## config.mk

```make
export PLATFORM = sky130hd
export DESIGN_NAME = smeu_div
export DESIGN_NICKNAME = d
export VERILOG_FILES = /design/src/rtl/smeu_pkg.sv /design/src/rtl/smeu_div.sv
export SDC_FILE = /design/constraint.sdc
export NUM_CORES = 1
export LEC_CHECK = 0
export CAP_MARGIN = 15
export CORE_MARGIN = 2
export CORE_UTILIZATION = 34
export CTS_CLUSTER_SIZE = 8
export DETAILED_ROUTE_END_ITERATION = 10
export DONT_BUFFER_PORTS = 1
export GPL_TIMING_DRIVEN = 0
export SLEW_MARGIN = 5
export SYNTH_ARGS = -nofsm -noshare
export SYNTH_HDL_FRONTEND = slang
export SYNTH_SLANG_ARGS = --single-unit
```

## constraint.sdc

```tcl
create_clock -name clk -period 10.3 [get_ports clk]
set_input_delay 2.06 -clock clk [delete_from_list [all_inputs] [get_ports clk]]
set_output_delay 2.06 -clock clk [all_outputs]
set_load 0.1 [all_outputs]
```

## src/rtl/smeu_pkg.sv

```systemverilog
// ----------------------------------------------------------------------------
// smeu_pkg
// Shared constants, codes and types for the stack machine execute unit.
// ----------------------------------------------------------------------------
package smeu_pkg;

  // storage sizes
  localparam int STACK_DEPTH = 256;
  localparam int MEM_WORDS   = 256;
  localparam int STK_AW      = $clog2(STACK_DEPTH);
  localparam int MEM_AW      = (MEM_WORDS > 1) ? $clog2(MEM_WORDS) : 1;
  localparam int SP_W        = 9;
  localparam int WORD_W      = 32;

  // opcodes
  localparam logic [7:0] OP_HALT  = 8'd0;
  localparam logic [7:0] OP_PUSH  = 8'd1;
  localparam logic [7:0] OP_POP   = 8'd2;
  localparam logic [7:0] OP_DUP   = 8'd3;
  localparam logic [7:0] OP_ADD   = 8'd4;
  localparam logic [7:0] OP_SUB   = 8'd5;
  localparam logic [7:0] OP_MUL   = 8'd6;
  localparam logic [7:0] OP_DIV   = 8'd7;
  localparam logic [7:0] OP_CMP   = 8'd8;
  localparam logic [7:0] OP_WRMEM = 8'd9;
  localparam logic [7:0] OP_LOAD  = 8'd10;

  // status codes
  localparam logic [2:0] ST_OK         = 3'd0;
  localparam logic [2:0] ST_OVERFLOW   = 3'd1;
  localparam logic [2:0] ST_UNDERFLOW  = 3'd2;
  localparam logic [2:0] ST_BADOP      = 3'd3;
  localparam logic [2:0] ST_DIVZERO    = 3'd4;
  localparam logic [2:0] ST_MEMBOUNDS  = 3'd5;
  localparam logic [2:0] ST_CODEBOUNDS = 3'd6;

  typedef enum logic [2:0] {
    S_IDLE, S_EXEC, S_TOS, S_LOAD, S_OPA, S_DIV, S_WB, S_DONE
  } state_t;

  typedef struct packed {
    logic              done;
    logic [WORD_W-1:0] quotient;
  } div_rsp_t;

endpackage

```

## src/rtl/smeu_div.sv

```systemverilog
// ----------------------------------------------------------------------------
// smeu_div
// Iterative signed divider, one quotient bit per cycle, truncating to zero.
// ----------------------------------------------------------------------------
module smeu_div
  import smeu_pkg::*;
(
  input  logic              clk,
  input  logic              rst,
  input  logic              start,
  input  logic [WORD_W-1:0] dividend,
  input  logic [WORD_W-1:0] divisor,
  output div_rsp_t          rsp
);

  logic                      busy;
  logic                      done;
  logic [4:0]                cnt;
  logic                      neg;
  logic [WORD_W-1:0]         rem;
  logic [WORD_W-1:0]         quo;
  logic [WORD_W-1:0]         den;
  logic [WORD_W:0]           r2;
  logic [WORD_W:0]           diff;
  logic                      ge;

  // one restoring step
  assign r2   = {rem, quo[WORD_W-1]};
  assign diff = r2 - {1'b0, den};
  assign ge   = (r2 >= {1'b0, den});

  always_ff @(posedge clk) begin
    if (rst) begin
      busy <= 1'b0;
      done <= 1'b0;
    end else begin
      done <= 1'b0;
      if (start) begin
        busy <= 1'b1;
      end else if (busy && cnt == 5'd31) begin
        busy <= 1'b0;
        done <= 1'b1;
      end
    end
  end

  // operand magnitudes and iteration
  always_ff @(posedge clk) begin
    if (start) begin
      cnt <= 5'd0;
      rem <= '0;
      quo <= dividend[WORD_W-1] ? (WORD_W'(0) - dividend) : dividend;
      den <= divisor[WORD_W-1] ? (WORD_W'(0) - divisor) : divisor;
      neg <= dividend[WORD_W-1] ^ divisor[WORD_W-1];
    end else if (busy) begin
      cnt <= cnt + 5'd1;
      rem <= ge ? diff[WORD_W-1:0] : r2[WORD_W-1:0];
      quo <= {quo[WORD_W-2:0], ge};
    end
  end

  assign rsp.done     = done;
  assign rsp.quotient = neg ? (WORD_W'(0) - quo) : quo;

endmodule

```

==> results of run 1 <==
==> final cells by class <==
| class | instances | area (um^2) | share of cell area |
|---|---|---|---|
| multi-input cells | 696 | 4830 | 0.549 |
| flip-flops and latches | 104 | 2730 | 0.310 |
| well taps | 285 | 357 | 0.0405 |
| clock buffers | 9 | 225 | 0.0256 |
| repair buffers | 8 | 208 | 0.0236 |
| inverters | 52 | 195 | 0.0222 |
| plain buffers | 43 | 169 | 0.0192 |
| clock inverters | 7 | 80.1 | 0.00910 |
==> metal layers <==
| metal | track usage | vias to the layer above | wire length, um |
|---|---|---|---|
| met5 | 0 | - | 13 |
| met4 | 0.0459 | 2 | 266 |
| met3 | 0.0451 | 24 | 1220 |
| met2 | 0.278 | 186 | 9180 |
| met1 | 0.220 | 3035 | 9340 |
| li1 | - | 3304 | - |
==> registers in the layout, summed over array words and instances, names as in the netlist <==
name and count:
busy 1, cnt 5, den 32, done 1
neg 1, quo 32, rem 32
==> kinds of logic after synthesis <==
family / share of synthesized area
xor+xnor: 0.132
compound gates: 0.201
fa+ha+maj: 0.0627
flops: 0.355
buf+inv: 0.0473
simple gates: 0.193
mux: 0.00926
==> final timing paths <==
kind	from	endpoint	slack, ns	cells after the start
hold / removal	rem[31]$_SDFFE_PP0P_	rem[31]$_SDFFE_PP0P_	0.46	2
setup reg to reg	den[6]$_DFFE_PP_	rem[18]$_SDFFE_PP0P_	6.45	12
hold reg to reg	rem[31]$_SDFFE_PP0P_	rem[31]$_SDFFE_PP0P_	0.46	2
setup / recovery	quo[4]$_DFFE_PP_	rsp[28]	3.98	9
==> power by group through the flow <==
| stage | logic, mW | registers [mW] | clock network [mW] |
|---|---|---|---|
| 2_1_floorplan | 0.419 | 0.517 | 0 |
| 3_3_place_gp | 0.473 | 0.528 | 0 |
| 3_5_place_dp | 0.534 | 0.533 | 0 |
| 4_1_cts | 0.535 | 0.524 | 0.368 |
| 5_1_grt | 0.570 | 0.529 | 0.382 |
| 6_report | 0.534 | 0.524 | 0.360 |
==> per-stage QoR <==
stage / setup WS [ns] / utilization / instance area (um^2)
floorplan: 4.41 / - / 7700
CTS: 3.99 / 0.392 / 8800
global route: 3.81 / 0.392 / 8800
detailed placement: 4.40 / 0.379 / 8500
global placement: 4.15 / 0.359 / 8060
finish: 3.98 / 0.392 / 8800
==> tightest hold or removal path, delay by kind of cell, from the launching register on <==
family,cells,cell delay (ns)
flip-flops,1,0.33
AND/OR/NAND/NOR,1,0.05
AO/OA/AOI/OAI,1,0.05
==> synthesized netlist by cell type, types with 17 or more instances <==
cell      number
nor2_1        89
dfxtp_1       39
clkbuf_1      37
inv_1         52
nand2_1       86
o31ai_1       33
xor2_1        42
nand3_1       22
edfxtp_1      65
a21oi_1       60
ha_1          37
o21ai_0       44
a311oi_1      20
xnor2_1       74
nor3_1        17
==> reports/metrics.csv, run 1 <==
stage,metric,value,unit
floorplan,ios,100,
route,drt_iter0_drc,449,
final_layout,diodes,0,
timing,fmax,158,MHz
power,seqPwrFrac,0.369,
global_routing,grt_pass1_vias,6381,
final_layout,drive_gt1_frac,0.0762,
placed_design,port-buffer-count,0,
run,maxCapViolations,0,
clock_tree,cts_inserted_buffers,9,
final_layout,layout.cells.non_filler,1204,
route,first_pass_iters,5,
setup_path,cpMaxStageDelayCell,or4_1,
floorplan,rows,55,
final_layout,fillers,2279,
yosys,synthFlopType,edfxtp_1,
route,wl_per_cell,16.6,um
setup_path,start_kind,register,
final_layout,mostFrequentLayoutCell,nor2_1,
clock_tree,cts.sinks,104,
yosys,mappedNetlistArea,0.00770,mm^2
clock_tree,htreeDepth,3,
route,antenna_left,0,
power,swShare,0.407,
setup_path,cp.required,8.24,ns
timing,finalMaxSlewViolations,0,
setup_path,slowest_delay,0.57,ns
timing,finalHoldViolCount,0,
clock_tree,ctsResizeCount,0,
placed_design,dp.cells,1188,
global_routing,grt_antenna_before_repair,1,
power,pwr-share-clk,0.254,
clock_tree,clk_pin_slew,0.08,ns
timing,fin_skew,0.00975,ns
yosys,syn_area_per_cell,8.61,um^2
clock_tree,cts_root_buffer,clkbuf_16,
power,intPower,0.841,mW
setup_path,critPathKind,register to output port,
setup_path,crit_arrival,4.26,ns
floorplan,core-area,0.0224,mm^2
clock_tree,cts_hold_buffers,0,
yosys,synth_nets,1000,
yosys,yosysTopAreaCellShare,0.253,
clock_tree,cts_buffer_depth,2,
timing,min_period_over_period,0.614,
timing,worst_hold_slack,0.464,ns
setup_path,cp-end-kind,output port,
hold_path,hp-class,register to register,
route,drt_wl_total,20000,um
global_routing,grt_remaining_overflow,0,
yosys,ys_top_cells_by_area,"edfxtp_1 25%, dfxtp_1 10%, xnor2_1 8.4%",
setup_path,crit_chain,"or3_1, nor3_1, nand2_1, or4_1, or4_1, nand2b_1, or4_1, o31ai_1, xnor2_2",
power,pwr-share-comb,0.377,
floorplan,die_w,155,um
power,power.total,1.42,mW
yosys,synthArstFlopShare,0,
yosys,yosysUniqueCellTypes,56,
yosys,synth_area_leader_cell,edfxtp_1,
floorplan,start_util,0.343,
yosys,ys_warn_count,0,
final_layout,mostFrequentLayoutCells,"89 x nor2_1, 86 x nand2_1, 65 x edfxtp_1, 60 x a21oi_1, 52 x inv_1",
route,vias,6551,
floorplan,fp.dieArea,0.0239,mm^2
floorplan,die_h,155,um
timing,rsz0062_at_grt,no,
route,drc,0,
placed_design,routabilityCongestion,0.827,
final_layout,nets,1019,
timing,layout_min_cycle_time,6.32,ns
setup_path,path_common_cell,or4_1,
setup_path,critPathTopFamily,simple AND/OR/NAND/NOR gates,
status,status,completed,
final_layout,area.growth.synth_to_final,14.3,%
yosys,synth_seq_cells,104,
clock_tree,postCtsSetupRepairBufs,0,
yosys,synth_edf_count,65,
clock_tree,cts_tree,built,
yosys,synthesis.instances,895,
power,p_leak,3.32,nW
power,p_sw,0.577,mW
timing,max_slew_margin,0.159,
timing,finalSetupTns,0,ns
global_routing,grt_pass1_wl,32300,um
setup_path,worst-path-buf-inv,0,
global_routing,grt_max_degree,38,
yosys,ys_seq_area_frac,0.355,
placed_design,hpwl,15700,um
clock_tree,insertion_delay,0.37,ns
setup_path,cp_max_fo,4,
power,ir_drop,86.6,uV
timing,setup_viol,0,
route,viasPerCell,5.44,
timing,tightest_slew,1.26,ns
power,powerDensity,161,mW/mm^2
global_routing,grt_use_total,0.169,
No activity file was read; power rests on OpenSTA's default activity.
==> run 2, diff against run 1 <==
--- a/config.mk
+++ b/config.mk
@@ -5,6 +5,7 @@
 export SDC_FILE = /design/constraint.sdc
 export NUM_CORES = 1
 export LEC_CHECK = 0
+export ABC_AREA = 1
 export CAP_MARGIN = 15
 export CORE_MARGIN = 2
 export CORE_UTILIZATION = 34
==> constraint.sdc (replaced) <==
create_clock -name clk -period 5.06 [get_ports clk]
set_input_delay 1.012 -clock clk [delete_from_list [all_inputs] [get_ports clk]]
set_output_delay 1.012 -clock clk [all_outputs]
set_load 0.1 [all_outputs]
==> reports/metrics.csv, run 2 <==
stage,metric,value,unit
status,status,completed,
global_routing,grt_pass1_vias,8398,
timing,worst_hold_slack,0.473,ns
setup_path,crit_arrival,3.15,ns
clock_tree,clk_pin_slew,0.08,ns
route,antenna_left,0,
final_layout,area.growth.synth_to_final,10.3,%
power,pwr-share-comb,0.336,
timing,layout_min_cycle_time,4.16,ns
global_routing,grt_remaining_overflow,0,
clock_tree,cts.sinks,104,
route,drt_wl_total,25900,um
power,intPower,1.51,mW
setup_path,cp-end-kind,output port,
setup_path,cp_max_fo,4,
yosys,synth_seq_cells,104,
hold_path,min_to,rem[23]$_SDFFE_PP0P_,
timing,fmax,240,MHz
run,maxCapViolations,0,
power,p_sw,1.13,mW
power,swShare,0.428,
floorplan,die_w,168,um
yosys,ys_warn_count,0,
power,powerDensity,260,mW/mm^2
yosys,mappedNetlistArea,0.00920,mm^2
floorplan,rows,60,
floorplan,fp.dieArea,0.0284,mm^2
setup_path,worst-path-buf-inv,1,
floorplan,ios,100,
global_routing,grt_antenna_before_repair,0,
final_layout,top_regs,"den x32, quo x32, rem x32",
power,seqPwrFrac,0.391,
final_layout,drive_gt1_frac,0.0548,
clock_tree,htreeDepth,3,
global_routing,grt_pass1_wl,41700,um
final_layout,mostFrequentLayoutCell,nand2_1,
clock_tree,insertion_delay,0.37,ns
yosys,synth_nets,1548,
yosys,synthFlopType,edfxtp_1,
hold_path,min_delay_path_depth,2,
yosys,yosysUniqueCellTypes,44,
setup_path,r2r_slack,2.52,ns
timing,rsz0062_at_grt,no,
placed_design,routabilityCongestion,0.942,
clock_tree,cts_tree,built,
power,pwr-share-clk,0.273,
hold_path,min-delay-start,rem[23]$_SDFFE_PP0P_,
placed_design,hpwl,21300,um
setup_path,worst_r2r_endpoint,rem[20]$_SDFFE_PP0P_,
final_layout,nets,1560,
yosys,syn_area_per_cell,6.37,um^2
route,first_pass_iters,5,
yosys,synthArstFlopShare,0,
global_routing,grt_max_degree,35,
setup_path,start_kind,register,
yosys,synthesis.instances,1443,
clock_tree,cts_buffer_depth,2,
setup_path,r2r_start,den[7]$_DFFE_PP_,
yosys,synth_common_cells,"460 x nand2_1, 259 x inv_1, 127 x nor2_1, 122 x nand3_1, 65 x edfxtp_1",
setup_path,cp.required,4.05,ns
clock_tree,postCtsSetupRepairBufs,0,
clock_tree,cts_root_buffer,clkbuf_16,
yosys,synth_area_leader_cell,edfxtp_1,
timing,min_period_over_period,0.822,
yosys,ys_seq_area_frac,0.297,
route,vias,8778,
timing,tightest_slew,1.22,ns
setup_path,critPathKind,register to output port,
route,drc,0,
route,drt_iter0_drc,520,
timing,finalMaxSlewViolations,0,
yosys,yosysTopAreaCellShare,0.212,
placed_design,port-buffer-count,0,
setup_path,critPathTopFamily,XOR/XNOR gates,
final_layout,diodes,0,
hold_path,hp-class,register to register,
clock_tree,cts_inserted_buffers,9,
clock_tree,cts_hold_buffers,0,
timing,setup_viol,0,
floorplan,start_util,0.344,
floorplan,die_h,168,um
floorplan,core-area,0.0267,mm^2
setup_path,slowest_delay,0.93,ns
clock_tree,ctsResizeCount,0,
route,wl_per_cell,14.4,um
timing,fin_skew,0.00994,ns
power,p_leak,5.06,nW
yosys,synth_most_common_cell,nand2_1,
power,ir_drop,139,uV
setup_path,crit_chain,"inv_1, ha_1, nand2_1, nor2_1, nand2_1, nor2_1, nand4_1, o21ai_0, xor2_2",
timing,finalSetupTns,0,ns
timing,max_slew_margin,0.181,
setup_path,cpMaxStageDelayCell,xor2_2,
setup_path,reg2reg_depth,15,
yosys,ys_top_cells_by_area,"edfxtp_1 21%, nand2_1 19%, inv_1 11%",
final_layout,mostFrequentLayoutCells,"460 x nand2_1, 259 x inv_1, 127 x nor2_1, 122 x nand3_1, 65 x edfxtp_1",
route,viasPerCell,4.87,
global_routing,grt_use_total,0.184,
timing,finalHoldViolCount,0,
yosys,synth_edf_count,65,
==> run 2: cell count changes in the layout (fill, tap and decap cells not counted), sizes merged, moves of 16 or more <==
cell and delta:
nand2 +381, xnor2 -46, o31ai -32, or4 -19
a311oi -20, nand3b +17, nor2 +45, clkbuf -16
nand3 +101, o21ai +25, a21oi -36, inv +208
==> run 2: cells by family after synthesis <==
logic type               count (synthesis)  synth area share
XOR/XNOR                                85            0.0809
AO/OA/AOI/OAI                          118            0.0709
buffers and inverters                  295             0.126
flip-flops                             104             0.297
AND/OR/NAND/NOR                        803             0.373
adder cells (fa/ha/maj)                 38            0.0525
==> run 2: how the worst max path moves through the flow <==
stage / from / to / slack (ns) / depth (start not counted)
4_1_cts: quo[1]$_DFFE_PP_ / rsp[24] / 0.90 / 9
6_report: quo[1]$_DFFE_PP_ / rsp[24] / 0.90 / 9
5_1_grt: quo[1]$_DFFE_PP_ / rsp[24] / 0.62 / 9
3_5_place_dp: quo[1]$_DFFE_PP_ / rsp[22] / 1.31 / 10
3_3_place_gp: quo[0]$_DFFE_PP_ / rsp[24] / 0.87 / 9
2_1_floorplan: quo[0]$_DFFE_PP_ / rsp[24] / 1.19 / 9
==> run 2: area by class of cell <==
type / count / area (um^2)
multi-input combinational: 1044 / 5500
clock inverter: 6 / 62.6
clock buffer: 10 / 239
fill: 2905 / 16600
tap: 341 / 427
sequential: 104 / 2730
buffer: 34 / 180
inverter: 261 / 980
timing repair buffer: 1 / 20.0
==> run 2: worst reg2reg max path, delay by kind of cell, from the launching register on <==
kind          cells  cell delay [ns]
simple gates     10             1.16
buf+inv           4             0.53
fa+ha+maj         1             0.33
flops             1             0.42
==> run 2: layer usage <==
| layer | share of wire | wire length (um) | track usage |
|---|---|---|---|
| met2 | 0.45 | 11600 | 0.304 |
| met5 | 0 | 0 | 0 |
| met1 | 0.46 | 11900 | 0.241 |
| met4 | 0.033 | 848 | 0.0731 |
| met3 | 0.060 | 1540 | 0.0304 |
==> run 2: power groups by stage <==
| stage | combinational [mW] | sequential, mW | clock [mW] |
|---|---|---|---|
| after global routing | 0.947 | 1.04 | 0.764 |
| after detailed placement | 0.885 | 1.05 | 0 |
| final | 0.886 | 1.03 | 0.719 |
| after CTS | 0.886 | 1.03 | 0.737 |
| after global placement | 0.848 | 1.04 | 0 |
| after floorplan | 0.751 | 1.03 | 0 |
==> run 2: per-stage QoR <==
stage | setup slack (ns) | total power [mW] | util | cells | area [um^2]
2_1_floorplan | 1.19 | 1.78 | - | 1443 | 9200
3_3_place_gp | 0.873 | 1.89 | 0.360 | 1784 | 9630
3_5_place_dp | 1.31 | 1.93 | 0.368 | 1785 | 9840
4_1_cts | 0.902 | 2.65 | 0.380 | 1801 | 10100
5_1_grt | 0.624 | 2.75 | 0.380 | 1801 | 10100
6_report | 0.902 | 2.63 | 0.380 | 1801 | 10100
